==> src/rtl/ndag_pkg.sv <==
`timescale 1ns / 1ps

package ndag_pkg;

    // Default sizing
    localparam int unsigned DEF_MAX_DIMS    = 4;
    localparam int unsigned DEF_EXTENT_BITS = 12;

    // Fixed port geometry
    localparam int unsigned PORT_DIMS    = 4;
    localparam int unsigned PORT_INDEX_W = 12;
    localparam int unsigned CFG_W        = 13;
    localparam int unsigned CFG_IDX_W    = 3;
    localparam int unsigned OFF_W        = 48;

    // Request codes
    localparam logic [1:0] REQ_STEP      = 2'd0;
    localparam logic [1:0] REQ_TRANSLATE = 2'd1;
    localparam logic [1:0] REQ_RESTART   = 2'd2;

    // Configuration register indexes
    localparam logic [CFG_IDX_W-1:0] REG_ORDER     = 3'd0;
    localparam logic [CFG_IDX_W-1:0] REG_DIM_COUNT = 3'd1;
    localparam logic [CFG_IDX_W-1:0] REG_EXTENT_0  = 3'd2;
    localparam logic [CFG_IDX_W-1:0] REG_EXTENT_3  = 3'd5;

    // Per-cycle control broadcast to every cell
    typedef struct packed {
        logic order;   // 1: column-major
        logic derive;  // stride derivation pass running
        logic step;    // step request accepted
        logic clear;   // clear the iterator
    } ctl_t;

    // Flags travelling with a request down the chain
    typedef struct packed {
        logic oob;
        logic last;
    } flag_t;

    // Width of a travelling index: wide enough for the iterator and for an echoed query
    function automatic int unsigned idx_width(input int unsigned extent_bits);
        return (extent_bits > PORT_INDEX_W) ? extent_bits : PORT_INDEX_W;
    endfunction

endpackage

==> src/rtl/ndag_cell.sv <==
`timescale 1ns / 1ps

module ndag_cell #(
    parameter int unsigned MAX_DIMS    = ndag_pkg::DEF_MAX_DIMS,
    parameter int unsigned EXTENT_BITS = ndag_pkg::DEF_EXTENT_BITS,
    parameter int unsigned CELL_ID     = 0
) (
    input  logic                                   clk,
    input  logic                                   rst_n,
    input  ndag_pkg::ctl_t                         ctl,
    input  logic                                   active,
    input  logic [1:0]                             req_type,
    input  logic [ndag_pkg::idx_width(EXTENT_BITS)-1:0] query,
    input  logic                                   ext_we,
    input  logic [ndag_pkg::CFG_W-1:0]             ext_wdata,
    // neighbour for stride derivation
    input  logic                                   nb_use,
    input  logic [ndag_pkg::OFF_W-1:0]             nb_stride,
    input  logic [EXTENT_BITS:0]                   nb_ext,
    output logic [ndag_pkg::OFF_W-1:0]             stride_out,
    output logic [EXTENT_BITS:0]                   ext_out,
    // carry chains, one per storage order
    input  logic                                   cin_row,
    input  logic                                   cin_col,
    output logic                                   cout_row,
    output logic                                   cout_col,
    // index this cell contributes to a new request
    output logic [ndag_pkg::idx_width(EXTENT_BITS)-1:0] entry_idx,
    output logic                                   entry_oob,
    // offset pipeline
    input  logic                                   load,
    input  logic                                   up_valid,
    input  logic [MAX_DIMS-1:0][ndag_pkg::idx_width(EXTENT_BITS)-1:0] up_idx,
    input  ndag_pkg::flag_t                        up_flags,
    input  logic [ndag_pkg::OFF_W-1:0]             up_psum,
    input  logic [ndag_pkg::OFF_W-1:0]             up_prod,
    output logic                                   dn_valid,
    output logic [MAX_DIMS-1:0][ndag_pkg::idx_width(EXTENT_BITS)-1:0] dn_idx,
    output ndag_pkg::flag_t                        dn_flags,
    output logic [ndag_pkg::OFF_W-1:0]             dn_psum,
    output logic [ndag_pkg::OFF_W-1:0]             dn_prod
);

    localparam int unsigned IDX_W   = ndag_pkg::idx_width(EXTENT_BITS);
    localparam int unsigned EXT_W   = EXTENT_BITS + 1;
    localparam int unsigned MB_W    = IDX_W + 1;
    localparam int unsigned OFF_W   = ndag_pkg::OFF_W;
    localparam logic [31:0] EXT_MAX = 32'(1) << EXTENT_BITS;

    logic [EXTENT_BITS-1:0] it_reg;
    logic [EXTENT_BITS-1:0] it_next;
    logic [EXT_W-1:0]       ext_reg;
    logic [EXT_W-1:0]       ext_clamp;
    logic [OFF_W-1:0]       stride_reg;
    logic [OFF_W-1:0]       stride_next;
    logic [EXT_W-1:0]       it_inc;
    logic                   wrap;
    logic                   cin_eff;
    logic [OFF_W-1:0]       mul_a;
    logic [MB_W-1:0]        mul_b;
    logic [OFF_W-1:0]       mul_res;

    logic                   valid_reg;
    logic [MAX_DIMS-1:0][IDX_W-1:0] idx_reg;
    ndag_pkg::flag_t        flags_reg;
    logic [OFF_W-1:0]       psum_reg;
    logic [OFF_W-1:0]       prod_reg;

    // Extent clamp: zero counts as one, too large saturates
    always_comb
    begin
        if (ext_wdata == '0)
            ext_clamp = EXT_W'(1);
        else if (32'(ext_wdata) > EXT_MAX)
            ext_clamp = EXT_W'(EXT_MAX);
        else
            ext_clamp = EXT_W'(ext_wdata);
    end

    // Increment and carry, in both chain directions
    assign it_inc   = {1'b0, it_reg} + EXT_W'(1);
    assign wrap     = (it_inc >= ext_reg);
    assign cout_row = active ? (cin_row && wrap) : cin_row;
    assign cout_col = active ? (cin_col && wrap) : cin_col;
    assign cin_eff  = ctl.order ? cin_col : cin_row;

    always_comb
    begin
        it_next = it_reg;
        if (ctl.clear)
            it_next = '0;
        else if (ctl.step && active && cin_eff)
            it_next = wrap ? '0 : it_inc[EXTENT_BITS-1:0];
    end

    // Index offered for a new request
    always_comb
    begin
        entry_idx = '0;
        entry_oob = 1'b0;
        case (req_type)
            ndag_pkg::REQ_STEP:
            begin
                if (active)
                    entry_idx = IDX_W'(it_reg);
            end
            ndag_pkg::REQ_TRANSLATE:
            begin
                if (active)
                begin
                    entry_idx = query;
                    entry_oob = (MB_W'(query) >= MB_W'(ext_reg));
                end
            end
            default:
            begin
                entry_idx = '0;
            end
        endcase
    end

    // Shared multiplier: stride derivation or stride times index
    assign mul_a   = ctl.derive ? nb_stride : stride_reg;
    assign mul_b   = ctl.derive ? MB_W'(nb_ext) : MB_W'(up_idx[CELL_ID]);
    assign mul_res = mul_a * OFF_W'(mul_b);

    assign stride_next = nb_use ? mul_res : OFF_W'(1);

    // Cell state
    always_ff @(posedge clk or negedge rst_n)
    begin
        if (!rst_n)
        begin
            it_reg     <= '0;
            ext_reg    <= EXT_W'(1);
            stride_reg <= OFF_W'(1);
            valid_reg  <= 1'b0;
        end
        else
        begin
            it_reg <= it_next;
            if (ext_we)
                ext_reg <= ext_clamp;
            if (ctl.derive)
                stride_reg <= stride_next;
            if (load)
                valid_reg <= up_valid;
        end
    end

    // Pipeline payload
    always_ff @(posedge clk)
    begin
        if (load && up_valid)
        begin
            idx_reg   <= up_idx;
            flags_reg <= up_flags;
            prod_reg  <= mul_res;
            psum_reg  <= up_psum + up_prod;
        end
    end

    assign stride_out = stride_reg;
    assign ext_out    = ext_reg;
    assign dn_valid   = valid_reg;
    assign dn_idx     = idx_reg;
    assign dn_flags   = flags_reg;
    assign dn_psum    = psum_reg;
    assign dn_prod    = prod_reg;

endmodule
==> config.mk <==
export PLATFORM = sky130hd
export DESIGN_NAME = ndag_cell
export DESIGN_NICKNAME = d
export VERILOG_FILES = /design/src/rtl/ndag_pkg.sv /design/src/rtl/ndag_cell.sv
export SDC_FILE = /design/constraint.sdc
export NUM_CORES = 2
export LEC_CHECK = 0
export ABC_AREA = 1
export BUFFER_PORTS_ARGS = -buffer_cell sky130_fd_sc_hd__buf_2
export CORE_MARGIN = 8
export CORE_UTILIZATION = 54
export CTS_CLUSTER_SIZE = 28
export DETAILED_ROUTE_END_ITERATION = 8
export HOLD_SLACK_MARGIN = 0.06
export PLACE_DENSITY = 0.86
export SKIP_CTS_REPAIR_TIMING = 1
export SYNTH_ARGS = -nofsm -noshare
export SYNTH_HDL_FRONTEND = slang
export SYNTH_SLANG_ARGS = --single-unit
==> constraint.sdc <==
create_clock -name clk -period 4.95 [get_ports clk]
set_input_delay 1.485 -clock clk [delete_from_list [all_inputs] [get_ports clk]]
set_output_delay 1.485 -clock clk [all_outputs]
set_load 0.01 [all_outputs]
Yosys cells after proc, flatten, opt, wreduce, memory -nomap -nowiden
Index checks and enable logic that the tools add are counted.
{"block": "totals", "output_inout_bits": 223, "in_bits": 247, "elab_cells": 43, "reg_bits": 220}
{"block": "op_classes", "multipliers": 1, "order_cmp": 3, "addsub": 2, "mux": 16, "eq_ne": 1, "n_reduce_logical": 8}
{"op": "48-bit 2-to-1 mux", "n": 2}
{"op": "12-bit 2-to-1 mux", "n": 5}
{"op": "48-bit adder", "n": 1}
{"op": "48-bit by 13-bit multiplier with 48-bit output", "n": 1}
{"op": "13-bit 2-to-1 mux", "n": 3}
{"op": "12-bit case mux with 2 select lines", "n": 1}
{"op": "12-bit by 1-bit adder with 13-bit output, second input constant", "n": 1}
{"op": "12-bit by 13-bit greater-or-equal comparator with 1-bit output", "n": 1}
{"op": "13-bit greater-or-equal comparator", "n": 1}
{"op": "13-bit greater-than comparator, second input constant", "n": 1}
{"op": "13-bit zero test", "n": 1}
{"op": "1-bit logical AND", "n": 5}
{"op": "1-bit 2-to-1 mux", "n": 5}
{"op": "2-bit by 1-bit == test with 1-bit output, second input constant", "n": 1}
{"op": "2-bit zero test", "n": 1}
{"op": "2-bit nonzero test", "n": 1}

Logic depth before layout (Yosys ltp)
{"block": "logic_depth", "word_depth": 5, "mapped_depth": 34, "ltp_nobuf": 29}

Worst setup path after synthesis
Ideal clock, no wire load.
{"block": "synth_timing", "path_type": "input port to flip-flop", "startpoint": "input port ctl[2] (netlist bit)", "endpoint": "register prod_reg[31] (netlist: dn_prod[31]) (data pin)", "t_required_ns": 4.695, "setup_time_ns": 0.255, "setup_slack_ns": -2.129, "cell_stages": 28, "arrival_time_ns": 6.824, "path_cell_list": "buf_6 inv_6 buf_6 buf_2 buf_2 nand2_1 o21ai_0 clkbuf_1 nand2_1 fa_1 fa_1 inv_1 fa_1 fa_1 inv_1 fa_1 inv_1 ha_1 nand2_1 nor2_1 inv_1 nor2_1 and3_1 nand2_1 nand3_2 a21boi_0 or2_1 and2_1"}
{"block": "synth_via", "elab_chain_len": 2}
{"element": "start, declared", "line_no": "ndag_cell.sv:10", "rtl": "input ndag_pkg::ctl_t ctl,"}
{"element": "48-bit 2-to-1 mux / 13-bit 2-to-1 mux (equally long branches)", "line_no": "ndag_cell.sv:123, ndag_cell.sv:124"}
{"element": "48-bit by 13-bit multiplier with 48-bit output *", "line_no": "ndag_cell.sv:125", "rtl": "assign mul_res = mul_a * OFF_W'(mul_b);"}
{"element": "via mul_res[31]", "line_no": "ndag_cell.sv:61", "rtl": "logic [OFF_W-1:0] mul_res;"}
{"element": "end signal, assigned", "line_no": "ndag_cell.sv:158", "rtl": "prod_reg <= mul_res;"}
{"element": "end, declared", "line_no": "ndag_cell.sv:67", "rtl": "logic [OFF_W-1:0] prod_reg;"}
Mark *: on every way through the listed nets, which the timed path passes. The rest lies on a longest branch.
A chain may end at the register's enable or synchronous reset.

Final worst setup path
{"block": "layout_timing", "startpoint": "input port ctl[2] (netlist bit)", "endpoint": "register stride_reg[47] (netlist: stride_out[47])"}
{"block": "layout_via", "elab_chain_len": 3}
{"element": "48-bit 2-to-1 mux / 13-bit 2-to-1 mux (equally long branches)", "line_no": "ndag_cell.sv:123, ndag_cell.sv:124"}
{"element": "48-bit by 13-bit multiplier with 48-bit output *", "line_no": "ndag_cell.sv:125"}
{"element": "via mul_res[47]", "line_no": "ndag_cell.sv:61"}
{"element": "48-bit 2-to-1 mux *", "line_no": "ndag_cell.sv:127", "rtl": "assign stride_next = nb_use ? mul_res : OFF_W'(1);"}
{"element": "end signal, assigned", "line_no": "ndag_cell.sv:145", "rtl": "stride_reg <= stride_next;"}
{"element": "end, declared", "line_no": "ndag_cell.sv:54", "rtl": "logic [OFF_W-1:0] stride_reg;"}
Marks and branches as above.

==> metrics.md <==
| Metric | Value |
|---|---|
| Outcome | complete, but fails checks |
| Failing checks | negative setup slack |
| Critical path required time | roughly 5.4 ns |
| CP startpoint | ctl[2] |
| Cell Rows | 85 |
| Top_reg_cell synth | edfxtp_1 |
| Worst Min Path Start | dn_valid |
| Worst slew pin tran | between 0.8 and 0.9 ns |
| WL/cell | between 20 and 25 µm |
| Hold crit path type | reg -> reg |
| Starting Density | a little over half |
| Syn avg cell area | ~8 µm² |
| Final Cell Area | between 30000 and 40000 µm² |
| Hold Vio Cnt, Final | 0 |
| Starting DRT DRC Count | approximately 3400 |
| Routed Antenna Nets | 0 |
| Htree depth | 1 |
| Chip Width | roughly 250 µm |
| DP Wirelength | about 84000 µm |
| Final setup violation count | between 80 and 90 |
| Synthesis-to-finish area growth | 33.7% |
| Hold slack final | 0.520 ns |
| CTS tree | built |
| Clk slew on worst S/H paths | 0.07 ns |
| Vias | 29900 |
| RSZ-0062 raised after global routing | yes |
| CP Max Fanout | 8 |
| Residual DRC | 0 |
| Cells after Synth | 3647 |
| Critical path class | in -> reg |
| Synth unique cells | 53 |
| CP Capture Type | flop |
| Slew Viols, Final | 0 |
| EDFF count, synth | 146 |
| Fin cells | 5247 |
| Tcrit/Tclk final | 135% |
| Crit Reg-Reg Startpoint | stride_out[9] |
| Sinks on Clock Net | 220 |
| CP startpoint kind | primary input |
| Vias in the first global route | about 30000 |
| CTS Buffer Depth | 3 |
| Relative slew slack | 44.5% |
| Worst-skew pair later-pin latency | about 0.62 ns |
| TritonCTS buffer count | 28 |
| CP arrival | 7.19 ns |
| Period minus WS final | roughly 6.7 ns |
| Mapped Area | around 29000 µm² |
| Worst Slack Setup Final | -1.75 ns |
| Core Region | 53500 µm² |
| Antenna violations before repair | 2 |
| Largest net degree at the start of global routing | roughly 70 |
| Setup TNS | -114.04 ns |
| GP Congestion | approximately 1.0 |
| Net Count, Synth | around 4500 |
| Buffers added on ports | 469 |
| Global-route wire length before repair | roughly 160000 µm |
| Maxcap violations | 0 |
| Die ar. | 61500 µm² |
| Cells after DPL | slightly above 5000 |
| Async S/R FF share, synth | 33.6% |
| Flop and latch count out of synthesis | between 200 and 250 |
| Gr usage total | 33.0% |
| Sequential share of the synthesized area | between 20 and 25% |
| I/O pins | 470 |
| Synth warn | 0 |
| DR pass1 iterations | 7 |
| Layout Nets | between 5000 and 6000 |
| Grt total ovfl | 0 |
| Layout cells sized above 1 | between 20% and 30% |
| Peak Freq | between 100 and 150 MHz |
| WL final | about 110000 µm |
| Root Driver | clkbuf_16 |
| DR vias/cell | 5.70 |
| Die H | between 200 and 250 µm |
| Clk_skew | 0.0242 ns |
| Placement-stage cell area | 36300 µm² |
cell type report:
class	count	area, µm²
timing repair buffer	964	6770
clock inverter	18	146
sequential	220	6240
tap	696	871
inverter	915	3470
timing repair inverter	1	16.3
antenna	2	5.00
clock buffer	34	754
multi-input combinational	2397	20600
fill	3516	14600
worst max-delay path, stage by stage:
cell      delay (ns)
buf_16          0.14
buf_12          0.17
buf_8           0.14
o21ai_4         0.19
buf_6           0.17
nand2_1         0.08
fa_1            0.53
inv_1           0.05
fa_1            0.57
fa_1            0.45
fa_1            0.56
inv_1           0.05
fa_1            0.50
inv_1           0.08
ha_4            0.31
nand2_4         0.09
o21ai_1         0.38
nand2_1         0.29
nand2_1         0.20
o21bai_1        0.14
nand2_1         0.09
nand2_1         0.10
a21oi_2         0.05
nand3_1         0.13
nand2_2         0.08
nand2_1         0.08
nand2_1         0.06
through the flow:
step                      utilization (%)  setup slack (ns)
after floorplan                         -             -1.64
after global placement               67.9             -2.19
after detailed placement             67.9             -2.26
after CTS                            69.6             -1.69
after global routing                 72.6             -1.89
final                                72.6             -1.75
layout by cell type (no fill, tap or decap), types with 15 or more instances in the layout:
cell type	instances
nand2_2	73
o21ai_0	94
o21ai_1	24
inv_2	31
xnor2_1	24
edfxtp_1	146
nand4_1	15
nand2_4	30
inv_1	879
o21ai_2	22
a21oi_1	89
nor2_2	21
ha_4	34
buf_12	35
buf_2	468
dfrtp_1	72
nand3_1	78
a21oi_2	26
nor2_1	164
ha_1	106
buf_4	425
buf_6	24
a31oi_1	21
nand2_1	896
clkbuf_16	36
fa_1	420
xor2_1	47
per-layer routing:
| metal | track usage, % | vias to the layer above | wire length (µm) |
|---|---|---|---|
| li1 | - | 12700 | - |
| met1 | 39.8 | 14100 | 38000 |
| met2 | 54.9 | 2401 | 52800 |
| met3 | 8.18 | 702 | 14600 |
| met4 | 16.6 | 4 | 9230 |
| met5 | 0 | - | 31 |
logic make-up (layout without fill, tap and decap cells):
logic type / Yosys count / count (layout) / synth area share [%]
AO/OA/AOI/OAI: 378 / 378 / 7.45
buffers and inverters: 1030 / 1932 / 13.6
AND/OR/NAND/NOR: 1353 / 1353 / 18.8
XOR/XNOR: 90 / 90 / 2.74
flip-flops: 220 / 220 / 21.5
other: 0 / 2 / 0
adder cells (fa/ha/maj): 576 / 576 / 36.0
synthesized netlist by cell type (11+ instances only):
library cell / number / share of area (%)
nor3_1: 13 / 0.22
fa_1: 434 / 30
a21oi_1: 118 / 2.0
nand3_1: 90 / 1.5
nor4_1: 11 / 0.24
o31ai_1: 12 / 0.31
o21a_1: 12 / 0.31
xnor2_1: 26 / 0.78
inv_1: 910 / 12
edfxtp_1: 146 / 15
nor2_1: 199 / 2.6
nand4_1: 15 / 0.32
clkbuf_1: 91 / 1.2
dfrtp_1: 72 / 6.2
o21bai_1: 12 / 0.31
nand2_1: 971 / 13
ha_1: 142 / 6.1
a31oi_1: 25 / 0.54
o21ai_0: 145 / 2.5
a21o_1: 13 / 0.34
xor2_1: 63 / 1.9
nand2_2: 24 / 0.52
final timing paths:
kind / end / slack (ns) / depth (start not counted)
max: stride_out[47] / -1.75 / 27
max reg2reg: stride_out[36] / -0.98 / 28
min in group asynchronous: ext_out[6] / 0.95 / 1
min reg2reg: dn_valid / 0.52 / 2
min: dn_valid / 0.52 / 2
max in group asynchronous: stride_out[0] / 3.01 / 2
Power is not shown: default switching activity piles up to over one toggle a cycle in this logic, so the estimate is an artifact.
